## config.mk

```make
export PLATFORM = sky130hd
export DESIGN_NAME = csm_ram
export DESIGN_NICKNAME = d
export VERILOG_FILES = /design/src/hw/rtl/csm_ram.sv
export SDC_FILE = /design/constraint.sdc
export NUM_CORES = 2
export LEC_CHECK = 0
export BUFFER_PORTS_ARGS = -buffer_cell sky130_fd_sc_hd__buf_2
export CORE_UTILIZATION = 35
export DETAILED_ROUTE_END_ITERATION = 12
export SYNTH_ARGS = -nofsm -noshare
export SYNTH_HDL_FRONTEND = slang
export SYNTH_SLANG_ARGS = --single-unit
```

## constraint.sdc

```tcl
create_clock -name clk_i -period 6.9 [get_ports clk_i]
set_input_delay 0.345 -clock clk_i [delete_from_list [all_inputs] [get_ports clk_i]]
set_output_delay 0.345 -clock clk_i [all_outputs]
set_load 0.05 [all_outputs]
```

## src/hw/rtl/csm_ram.sv

```systemverilog
`timescale 1ns / 1ps

module csm_ram #(
  parameter int unsigned Width = 16,
  parameter int unsigned Depth = 256
) (
  input  logic                     clk_i,
  input  logic                     we_i,
  input  logic [$clog2(Depth)-1:0] waddr_i,
  input  logic [Width-1:0]         wdata_i,
  input  logic [$clog2(Depth)-1:0] raddr_i,
  output logic [Width-1:0]         rdata_o
);

  logic [Width-1:0] mem_q [Depth];

  // One write port and one registered read port.
  always_ff @(posedge clk_i) begin
    if (we_i) begin
      mem_q[waddr_i] <= wdata_i;
    end
    rdata_o <= mem_q[raddr_i];
  end

endmodule

```

## Word-level counts from Yosys, hierarchy flattened

Memories as Yosys holds them, arrays and structs flattened. A register that Yosys moved wholly into a read port is not among the register bits.
Index checks and enable logic that the tools add are counted.
Widths: inputs -> output; s select.

| cells by class | value |
|---|---|
| add/subtract/negate cells | 0 |
| multipliers | 0 |
| divide/modulo/power cells | 0 |
| $lt $le $gt $ge | 0 |
| equality and inequality tests | 0 |
| shift-type cells | 0 |
| mux-type cells | 2 |
| bitwise logic cells | 0 |
| reductions and logical operators | 0 |

Operators with widths:

| operator | number |
|---|---|
| $mux 1 | 2 |

| word-level totals | value |
|---|---|
| register bits | 0 |
| latch bits | 0 |
| RAM bits | 4096 |
| ROM bits | 0 |
| input port bits | 34 |
| output and inout port bits | 16 |
| word-level logic and storage cells | 3 |
| memories kept | 1 |

Memory list:

| memory | words | bits a word | rd ports | clocked after memory_dff | write ports | line | source |
|---|---|---|---|---|---|---|---|
| mem_q | 256 | 16 | 1 | 1 | 1 | 15 | `logic [Width-1:0] mem_q [Depth];` |

## Longest topological paths before layout

| depth | value |
|---|---|
| depth after elaboration | 2 |
| depth in mapped cells | 12 |
| gate-level depth less buffers | 6 |

## Worst setup path after synthesis

Ideal clock, no wire load.

| timing path | value |
|---|---|
| kind | input port to flip-flop |
| start point | in waddr_i[3] |
| end point | mem mem_q[235][0] (enable) |
| library setup time | 0.388 ns |
| data arrival time | 2.122 ns |
| data required time | 6.512 ns |
| path slack | 4.390 ns |
| stages on the path | 6 |
| path buffers | 3 |
| cell sequence | clkbuf_1 -> nor2b_1 -> clkbuf_1 -> nand4_1 -> clkbuf_1 -> nor2_1 |

RTL lines:

| element | line | source |
|---|---|---|
| start: declaration | 9 | `input logic [$clog2(Depth)-1:0] waddr_i,` |
| end: declaration | 15 |  |

No word-level cell before the write port.

==> flow_metrics.tcl <==
set metrics [dict create \
    outcome "completed" \
    r2r_cells 7 \
    grt_use_total 0.184 \
    slowest_delay_ns 0.84 \
    leakagePower_nw 56.3 \
    cts.clk_slew.worst_paths_ns 0.06 \
    async_flop_share 0 \
    io_buffers 49 \
    setup_tns_ns 0 \
    grt_max_degree 200 \
    nFillCells 39200 \
    synthCells 7360 \
    worst-path-stages 8 \
    start_kind "input pin" \
    die-area_um2 456000 \
    core_area_um2 450000 \
    critical_path_peak_fanout 81 \
    grt_setup_unrepaired "no" \
    drc 0 \
    crit_chain "buf_8 -> nand2b_4 -> buf_12 -> o221ai_1 -> o22ai_1 -> nor3_1 -> o32ai_1 -> nor4_1" \
    required_ns 7.79 \
    ys.flop_type "edfxtp_1" \
    path_buf_inv 2 \
    ant_nets 0 \
    areaGrowthSynthToFinish_pct 13.7 \
    numCtsBuffers 395 \
    setup_viol 0 \
    ys.warnings.count 0 \
    hold_viol 0 \
    instances_no_fill 14100 \
    antenna_found_initial 35 \
    grt_pass1_vias 78300 \
    critPathKind "input pin to register" \
    hold_class "input pin to register" \
    syn_area_per_cell_um2 21.6 \
    p_per_area_nw_per_um2 286 \
    worst_slew_pin_slew_ns 1.39 \
    num_rows 246 \
    layout-drive-gt1-share 0.245 \
    whs_path_depth 4 \
    fin_area_um2 181000 \
    initial_core_util 0.352 \
    yosysTopAreaCellShare 0.775 \
    ir_drop_mv 0.204 \
    cts_root_buf "clkbuf_16" \
    htreeDepth 5 \
    die_h_um 675 \
    relSlewSlack 0.0728 \
    ios 50 \
    post-route-util 0.401 \
    fin_crit_ns 3.70 \
    ys_seq_area_frac 0.777 \
    dp_hpwl_um 252000 \
    wire_per_inst_um 30.5 \
    end_kind "register" \
    crit_family "simple AND/OR/NAND/NOR gates" \
    vias_per_cell 5.60 \
    slowest_stage "nor3_1" \
    synth_seq_cells 4112 \
    skew_ns 0.0754 \
    yosys-top-cells-area "edfxtp_1 (77%), mux4_2 (11%), mux2i_1 (3.6%)" \
    maxCapViolCount 0 \
    pre_cts_ws_ns 2.07 \
    netlist_area_um2 159000 \
    cts_tree "yes" \
    cts_hold_buf 16 \
    drv_slew 0 \
    hold_slack_ns 0.104 \
    synthDistinctLibCells 52 \
    synth_top_area_cell "edfxtp_1" \
    grt_pass1_wl_um 602000 \
    clk_path_buf_depth 4 \
    drt-total-wl_um 429000 \
    timing.final.crit_share 0.536 \
    first_pass_iters 6 \
    vias 78700 \
    place_congestion 0.878 \
    arrival_ns 4.59 \
    fmax_mhz 270 \
    post_cts_buffers 0 \
    die_width_um 675 \
    nets 7806 \
    synth_edf_count 4096 \
    drtIter0Drc 10200 \
    insertion_delay_ns 1.01 \
    grt_overflow 0 \
    power_mw 51.6 \
    clkSinkCount 4112 \
    dp.cells 13300 \
    dpl_cell_area_um2 168000 \
    synth_nets 7394 \
    cts_resized 0 \
    setup_ws_ns 3.20 \
]
==> placed cells by master, fill, tap and decap left out, drive strengths merged, types with 19 or more instances in the layout <==
cell / n
edfxtp: 4096
mux4: 797
mux2i: 565
clkbuf: 478
buf: 450
nor2: 304
o221ai: 253
a21oi: 175
clkinv: 170
o22ai: 148
nor3: 92
mux2: 88
a22oi: 43
nand2: 38
o21ai: 38
nand3: 35
bufinv: 34
a22o: 32
a221oi: 28
nand4: 26
o32ai: 21
clkinvlp: 19
==> per-layer routing <==
metal / share of wire / wire length (um) / vias to the layer above / GRT usage
li1: - / - / 32100 / -
met1: 0.40 / 170000 / 42400 / 0.248
met2: 0.49 / 209000 / 3560 / 0.302
met5: 0.00013 / 55 / - / 0
met3: 0.077 / 33100 / 679 / 0.0292
met4: 0.039 / 16600 / 8 / 0.0691
==> cell families (layout without fill, tap and decap cells) <==
family | after synthesis | count (layout) | synth area share
other | 0 | 17 | 0
DFF | 4112 | 4112 | 0.777
muxes | 1450 | 1450 | 0.155
AOI/OAI and AO/OA | 786 | 786 | 0.0354
and+or+nand+nor | 556 | 556 | 0.0157
buffers and inverters | 456 | 1185 | 0.0169
==> path summary, 6_finish.rpt <==
path | start | end | slack, ns
worst min-delay path | raddr_i[7] | rdata_o[12]$_DFF_P_ | 0.10
worst min register to register | mem_q[248][0]$_DFFE_PP_ | rdata_o[0]$_DFF_P_ | 1.09
worst max-delay path | raddr_i[1] | rdata_o[1]$_DFF_P_ | 3.20
worst max register to register | mem_q[128][13]$_DFFE_PP_ | rdata_o[13]$_DFF_P_ | 3.67
==> synth_stat cells (all sizes together), types with 21 or more instances <==
master / instances
o32ai: 21
nand4: 26
mux2i: 565
a22o: 32
nor3: 92
nand3: 35
o21ai: 38
a221oi: 28
buf: 222
a22oi: 43
o22ai: 148
nand2: 38
edfxtp: 4096
a21oi: 175
o221ai: 253
mux2: 88
nor2: 304
mux4: 797
clkbuf: 230
==> flip-flops by register name, summed over array words and instances (netlist names) <==
register	cells
mem_q	4096
rdata_o	16
==> report_power, final <==
group          switching (mW)  internal (mW)  leakage (nW)
Clock                    9.43           12.0          6.19
Sequential             0.0552           27.5          36.9
Combinational            1.75          0.843          13.2
Total                    11.2           40.4          56.3
==> layout make-up <==
cell class              count  area, um^2  share of cell area
flip-flops and latches   4112      123000               0.683
multi-input cells        2792       32900               0.182
clock buffers             477       10300              0.0572
well taps                5952        7450              0.0413
repair buffers            467        3990              0.0221
clock inverters           237        2440              0.0135
diodes                     17        42.5            0.000236
inverters                   4        27.5            0.000152
==> tightest hold or removal path, cell delays in order <==
cell	delay [ns]
buf_2	0.20
buf_4	0.19
nor4_1	0.10
nor4_1	0.21
(Power assumes the default switching activity.)
