### src/hw/rtl/csm_pkg.sv
`timescale 1ns / 1ps

package csm_pkg;

  // Shared divider: 64-bit dividend, 32-bit divisor, one quotient bit per cycle.
  localparam int unsigned DivSteps    = 64;
  localparam int unsigned DivCntWidth = $clog2(DivSteps);

  localparam logic [15:0] WindowLengthReset = 16'd60;

  // Command codes carried by the input beat.
  localparam logic CmdRecord = 1'b0;
  localparam logic CmdReport = 1'b1;

  typedef struct packed {
    logic        start;
    logic [63:0] dividend;
    logic [31:0] divisor;
  } div_req_t;

  typedef struct packed {
    logic        busy;
    logic        done;
    logic [63:0] quot;
    logic [31:0] rem;
  } div_rsp_t;

endpackage

### src/hw/rtl/csm_div.sv
`timescale 1ns / 1ps

module csm_div (
  input  logic              clk_i,
  input  logic              rst_ni,
  input  csm_pkg::div_req_t req_i,
  output csm_pkg::div_rsp_t rsp_o
);
  import csm_pkg::*;

  logic [63:0]            acc_q;
  logic [31:0]            rem_q;
  logic [31:0]            dsr_q;
  logic [DivCntWidth-1:0] cnt_q;
  logic                   busy_q;
  logic                   done_q;
  logic [32:0]            trial;
  logic [32:0]            diff;
  logic                   fits;

  // One restoring step: shift in the next dividend bit and try the subtraction.
  always_comb begin
    trial = {rem_q, acc_q[63]};
    diff  = trial - {1'b0, dsr_q};
    fits  = !diff[32];
  end

  // The dividend register fills with quotient bits from the bottom as it empties.
  always_ff @(posedge clk_i or negedge rst_ni) begin
    if (!rst_ni) begin
      busy_q <= 1'b0;
      done_q <= 1'b0;
      cnt_q  <= '0;
    end else begin
      done_q <= 1'b0;
      if (req_i.start) begin
        busy_q <= 1'b1;
        cnt_q  <= '0;
      end else if (busy_q) begin
        cnt_q <= cnt_q + 1'b1;
        if (cnt_q == DivCntWidth'(DivSteps - 1)) begin
          busy_q <= 1'b0;
          done_q <= 1'b1;
        end
      end
    end
  end

  always_ff @(posedge clk_i) begin
    if (req_i.start) begin
      acc_q <= req_i.dividend;
      rem_q <= '0;
      dsr_q <= req_i.divisor;
    end else if (busy_q) begin
      acc_q <= {acc_q[62:0], fits};
      rem_q <= fits ? diff[31:0] : trial[31:0];
    end
  end

  assign rsp_o.busy = busy_q;
  assign rsp_o.done = done_q;
  assign rsp_o.quot = acc_q;
  assign rsp_o.rem  = rem_q;

endmodule

### config.mk
export PLATFORM = sky130hd
export DESIGN_NAME = csm_div
export DESIGN_NICKNAME = d
export VERILOG_FILES = /design/src/hw/rtl/csm_pkg.sv /design/src/hw/rtl/csm_div.sv
export SDC_FILE = /design/constraint.sdc
export NUM_CORES = 1
export LEC_CHECK = 0
export ABC_AREA = 1
export CAP_MARGIN = 10
export CORE_ASPECT_RATIO = 1.75
export CORE_UTILIZATION = 53
export CTS_BUF_LIST = sky130_fd_sc_hd__clkbuf_16
export CTS_CLUSTER_DIAMETER = 100
export DETAILED_ROUTE_END_ITERATION = 16
export DONT_BUFFER_PORTS = 1
export MAX_ROUTING_LAYER = met4
export PLACE_DENSITY_LB_ADDON = 0.12
export SLEW_MARGIN = 20
export SYNTH_ARGS = -nofsm -noshare
export SYNTH_HDL_FRONTEND = slang
export SYNTH_SLANG_ARGS = --single-unit
### constraint.sdc
create_clock -name clk_i -period 3 [get_ports clk_i]
set_input_delay 0.6 -clock clk_i [delete_from_list [all_inputs] [get_ports clk_i]]
set_output_delay 0.6 -clock clk_i [all_outputs]
set_load 0.01 [all_outputs]
== Yosys cells after proc, flatten, opt, wreduce, memory -nomap -nowiden ==
Cells that the tools add are included.
Storage, ports and cells
  latch bits: 0
  input port bits: 99
  flip-flop bits (word level): 136
  memory bits (writable): 0
  logic and storage cells: 22
  memory bits (read-only): 0
  output and inout bits: 98
  memories kept: 0
Cells by class
  bitwise logic cells: 0
  $lt $le $gt $ge: 0
  shift operators: 0
  div/mod/pow operators: 0
  mux-type cells: 11
  equality and inequality tests: 1
  reductions and logical operators: 2
  multiply operators: 0
  add/sub/neg operators: 2
Operators with widths (count)
  $mux W64: 2
  $sub A33 B32 Y33: 1
  $mux W32: 1
  $mux W6: 2
  $add A6 B1 Y6 const B: 1
  $eq A6 B6 Y1 const B: 1
  $mux W1: 6
  $reduce_bool A2 Y1: 1
  $logic_not A1 Y1: 1

== Depth between registers and ports, before layout ==
  depth after elaboration: 4
  gate-level depth with buffers: 18
  depth with buffers taken out: 17

== Worst setup path before layout ==
Ideal clock, no wire load.
  path type: in2reg
  from: input port req_i[96] (netlist bit)
  to: register acc_q[0] (enable)
  arrival time: 2.154 ns
  data required time: 2.581 ns
  slack: 0.427 ns
  stages: 3
  path buffers: 1
  setup time: 0.419 ns
  path through: clkbuf_1 nor2_1 inv_1
Between the ends
  longest elaborated chain between the ends: 1
Ends and longest elaborated chain
  from (decl): line csm_div.sv:6  | input csm_pkg::div_req_t req_i,
  $reduce_bool A2 Y1 (no line)
  to (signal assigned): line csm_div.sv:51  | acc_q <= req_i.dividend;
  to (signal assigned): line csm_div.sv:55  | acc_q <= {acc_q[62:0], fits};
  to (decl): line csm_div.sv:11  | logic [63:0] acc_q;
Every way passes these cells.
A chain may end at the register's enable or synchronous reset.

== Worst setup path after layout ==
  from: register acc_q[63]
  to: register rem_q[4]
Between the ends
  longest elaborated chain between the ends: 2
Ends and longest elaborated chain
  $sub A33 B32 Y33: line csm_div.sv:24  | diff = trial - {1'b0, dsr_q};
  $mux W32: line csm_div.sv:56  | rem_q <= fits ? diff[31:0] : trial[31:0];
  to (signal assigned): line csm_div.sv:56
  to (decl): line csm_div.sv:12  | logic [31:0] rem_q;
Every way passes these cells.

==> flow_summary.yaml <==
yosys:
  synth_nets: 1313
  synth_ff_type: "edfxtp_1"
  synth_warnings: 0
  synthArstFlopShare_pct: 5.88
  synthTopCellsByCount: "578 x nand2_1, 213 x inv_1, 96 x edfxtp_1, 57 x nand3_1, 55 x nor2_1"
  synth_top_area_share_pct: 34.9
  syn-cell-area_um2: 8260
  synth_edf_count: 96
  ys_ff_latch: 136
  synth_area_leaders: "edfxtp_1 35%, nand2_1 26%, inv_1 9.7%"
  synth_cell_type_count: 36
  synthMostInstantiatedCell: "nand2_1"
  synth.largest_area_cell: "edfxtp_1"
  avgSynthCellArea_um2: 7.00
  seq_area_frac_synth_pct: 45.1
  syn_inst: 1180
die:
  io_pins: 197
  rows: 60
  die_h_um: 167
  die_area_um2: 16100
  start_util_pct: 54.0
  core_area_um2: 15300
  die_x_um: 96.4
detailed_routing:
  wl_mm: 20.7
  drtPass1Iterations: 5
  vias_per_cell: 4.99
  drtIter0Drc: 285
  wl_per_cell_um: 15.0
  drc: 0
  via_count: 6878
  ant_nets: 0
timing:
  setup_viol: 0
  fmax_mhz: 375
  min_period_ns: 2.67
  worst_slew_pin_slew_ns: 0.456
  finalCritPeriodShare_pct: 89.0
  slew_violations: 0
  rsz0062_at_grt: "no"
  tns_ns: 0
  relSlewSlack_pct: 69.6
  hold_ws_ns: 0.261
  skew_ns: 0.0134
  hold_viol: 0
outcome:
  status: "finished, final reports clean"
clock_network:
  clk_latency_ns: 0.43
  cts_buffer_depth: 2
  root_buffer: "clkbuf_16"
  cts_resized: 0
  cts_tree: "built"
  htreeDepth: 4
  cts_sinks: 136
  cts_buffers: 17
  clkTransAtPathRegs_ns: 0.07
worst_setup_path:
  path_max_fanout: 28
  critPathLaunchType: "flip-flop"
  crit_path_cell_trace: "inv_1 > ha_1 > fa_1 > inv_1 > nand2_1 > nand2_1 > nand3_1 > nand2_1 > nand2_1 > nand2_1 > nand2_2 > nand2_2 > nand2_2 > nand2_4 > nand2_1 > nand3_1 > nand2_1"
  setup.worst_path.start: "acc_q[63]$_DFFE_PP_"
  cp.required_ns: 3.32
  cp_slowest_cell: "edfxtp_1"
  worstSetupEndpointType: "flip-flop"
  r2r_start: "acc_q[63]$_DFFE_PP_"
  rrSetupSlack_ns: 0.33
  slowest_delay_ns: 0.43
  reg2reg_depth: 17
  cp.buffers_inverters: 2
  arrival_ns: 2.99
  crit_family: "simple AND/OR/NAND/NOR gates"
  timing.rr.end: "rem_q[4]$_SDFFE_PP0P_"
  cpMostUsedCell: "nand2_1"
  critical_path_class: "flip-flop to flip-flop"
global_routing:
  grt_pass1_wl_mm: 31.7
  overflow: 0
  grt_usage_pct: 27.1
  grt_max_degree: 101
  grt_pass1_vias: 6722
  antenna_found_initial: 1
layout:
  final_design_area_no_fill_um2: 9000
  finalNetCount: 1311
  n_fill_cell: 1484
  area_delta_synth_final_pct: 8.87
  drive_gt1_share_pct: 4.62
min_path:
  hp-start: "req_i[5]"
  hold_end: "dsr_q[5]$_DFFE_PP_"
  hold_path_depth: 0
  hp-class: "input pin to flip-flop"
placement:
  placed_area_um2: 8420
  port_buffers: 0
  dp_hpwl_mm: 15.3
  routabilityCongestion: 0.942
power:
  p_int_w: 0.00341
  peakVddDrop_v: 0.000426
  pwr-share-seq_pct: 48.3
  p_switching_w: 0.00137
  clkPwrFrac_pct: 42.6
  combPwrFrac_pct: 9.0
  power_density_nw_per_um2: 531
  switching_share_pct: 28.7
  p_leak_nw: 4.90
run:
  drv_cap: 0
[layout make-up]
class | count | area [um2] | area share, %
Sequential cell | 136 | 3720 | 41.4
Clock inverter | 15 | 138 | 1.53
Antenna cell | 1 | 2.50 | 0.0278
Clock buffer | 17 | 425 | 4.73
Timing Repair Buffer | 7 | 80.1 | 0.890
Inverter | 220 | 826 | 9.18
Tap cell | 186 | 233 | 2.59
Multi-Input combinational cell | 796 | 3570 | 39.7
[sequential cells by signal, indices dropped and copies added, names as in the netlist]
register,flops
dsr_q,32
acc_q,64
cnt_q,6
rem_q,32
busy_q,1
done_q,1
[how the worst max path moves through the flow]
| stage | slack (ns) | cells past startpoint | endpoint |
|---|---|---|---|
| after floorplan | 0.43 | 3 | acc_q[0]$_DFFE_PP_ |
| after global placement | 0.43 | 17 | rem_q[21]$_SDFFE_PP0P_ |
| after detailed placement | 0.34 | 17 | rem_q[3]$_SDFFE_PP0P_ |
| after CTS | 0.34 | 17 | rem_q[3]$_SDFFE_PP0P_ |
| after global routing | 0.09 | 17 | rem_q[2]$_SDFFE_PP0P_ |
| final | 0.33 | 17 | rem_q[4]$_SDFFE_PP0P_ |
[repair_timing]
item	4_1_cts	5_1_grt
hold endpoints to repair	8	0
hold buffers	1	0
buffers inserted	0	0
[worst reg2reg max path, cell delays in order (launching register included)]
cell	delay, ns
edfxtp_1	0.43
inv_1	0.08
ha_1	0.23
fa_1	0.41
inv_1	0.08
nand2_1	0.05
nand2_1	0.09
nand3_1	0.07
nand2_1	0.12
nand2_1	0.06
nand2_1	0.11
nand2_2	0.09
nand2_2	0.08
nand2_2	0.09
nand2_4	0.31
nand2_1	0.12
nand3_1	0.10
nand2_1	0.05
[layer usage]
layer	global-route usage (%)	part of all wire (%)
met1	26.2	36
met2	48.6	54
met3	5.86	5.4
met4	14.1	4.6
met5	-	0
[placed cells by master, fill, tap and decap left out, drive strengths merged]
cell type,n
a21o,1
a21oi,18
a22o,1
and2,4
and3,1
buf,6
clkbuf,17
clkinv,5
clkinvlp,3
dfrtp,8
dfxtp,32
diode,1
dlygate4sd3,1
edfxtp,96
fa,1
ha,33
inv,227
nand2,583
nand3,58
nand3b,1
nand4,6
nor2,56
nor3,7
o21ai,7
o21bai,1
o221ai,1
or2,2
xnor2,12
xor2,3
[logic make-up (layout without fill, tap and decap cells)]
family                     Yosys count  count (layout)  share of synthesized area [%]
AOI/OAI and AO/OA                   29              29                           1.91
xor gates and xnor gates            15              15                           1.59
adders and majority gates           34              34                           5.24
buffers and inverters              248             259                           11.8
DFF                                136             136                           45.1
other                                0               1                              0
and+or+nand+nor                    718             718                           34.4
[per-stage QoR]
step,power [W],cells,util [%],worst slack (ns)
2_1_floorplan,0.00267,1180,-,0.427
3_3_place_gp,0.00278,1344,55.0,0.428
3_5_place_dp,0.00278,1344,55.0,0.340
4_1_cts,0.00483,1377,58.7,0.342
5_1_grt,0.00497,1378,58.8,0.0890
6_report,0.00478,1378,58.8,0.330
[power by group through the flow]
stage / Combinational, W / Clock (W) / Sequential (W)
detailed placement: 0.000435 / 0 / 0.00235
finish: 0.000432 / 0.00204 / 0.00231
global route: 0.000502 / 0.00214 / 0.00232
global placement: 0.000428 / 0 / 0.00235
CTS: 0.000438 / 0.00208 / 0.00231
floorplan: 0.000353 / 0 / 0.00231
No activity file was read; power rests on OpenSTA's default activity.
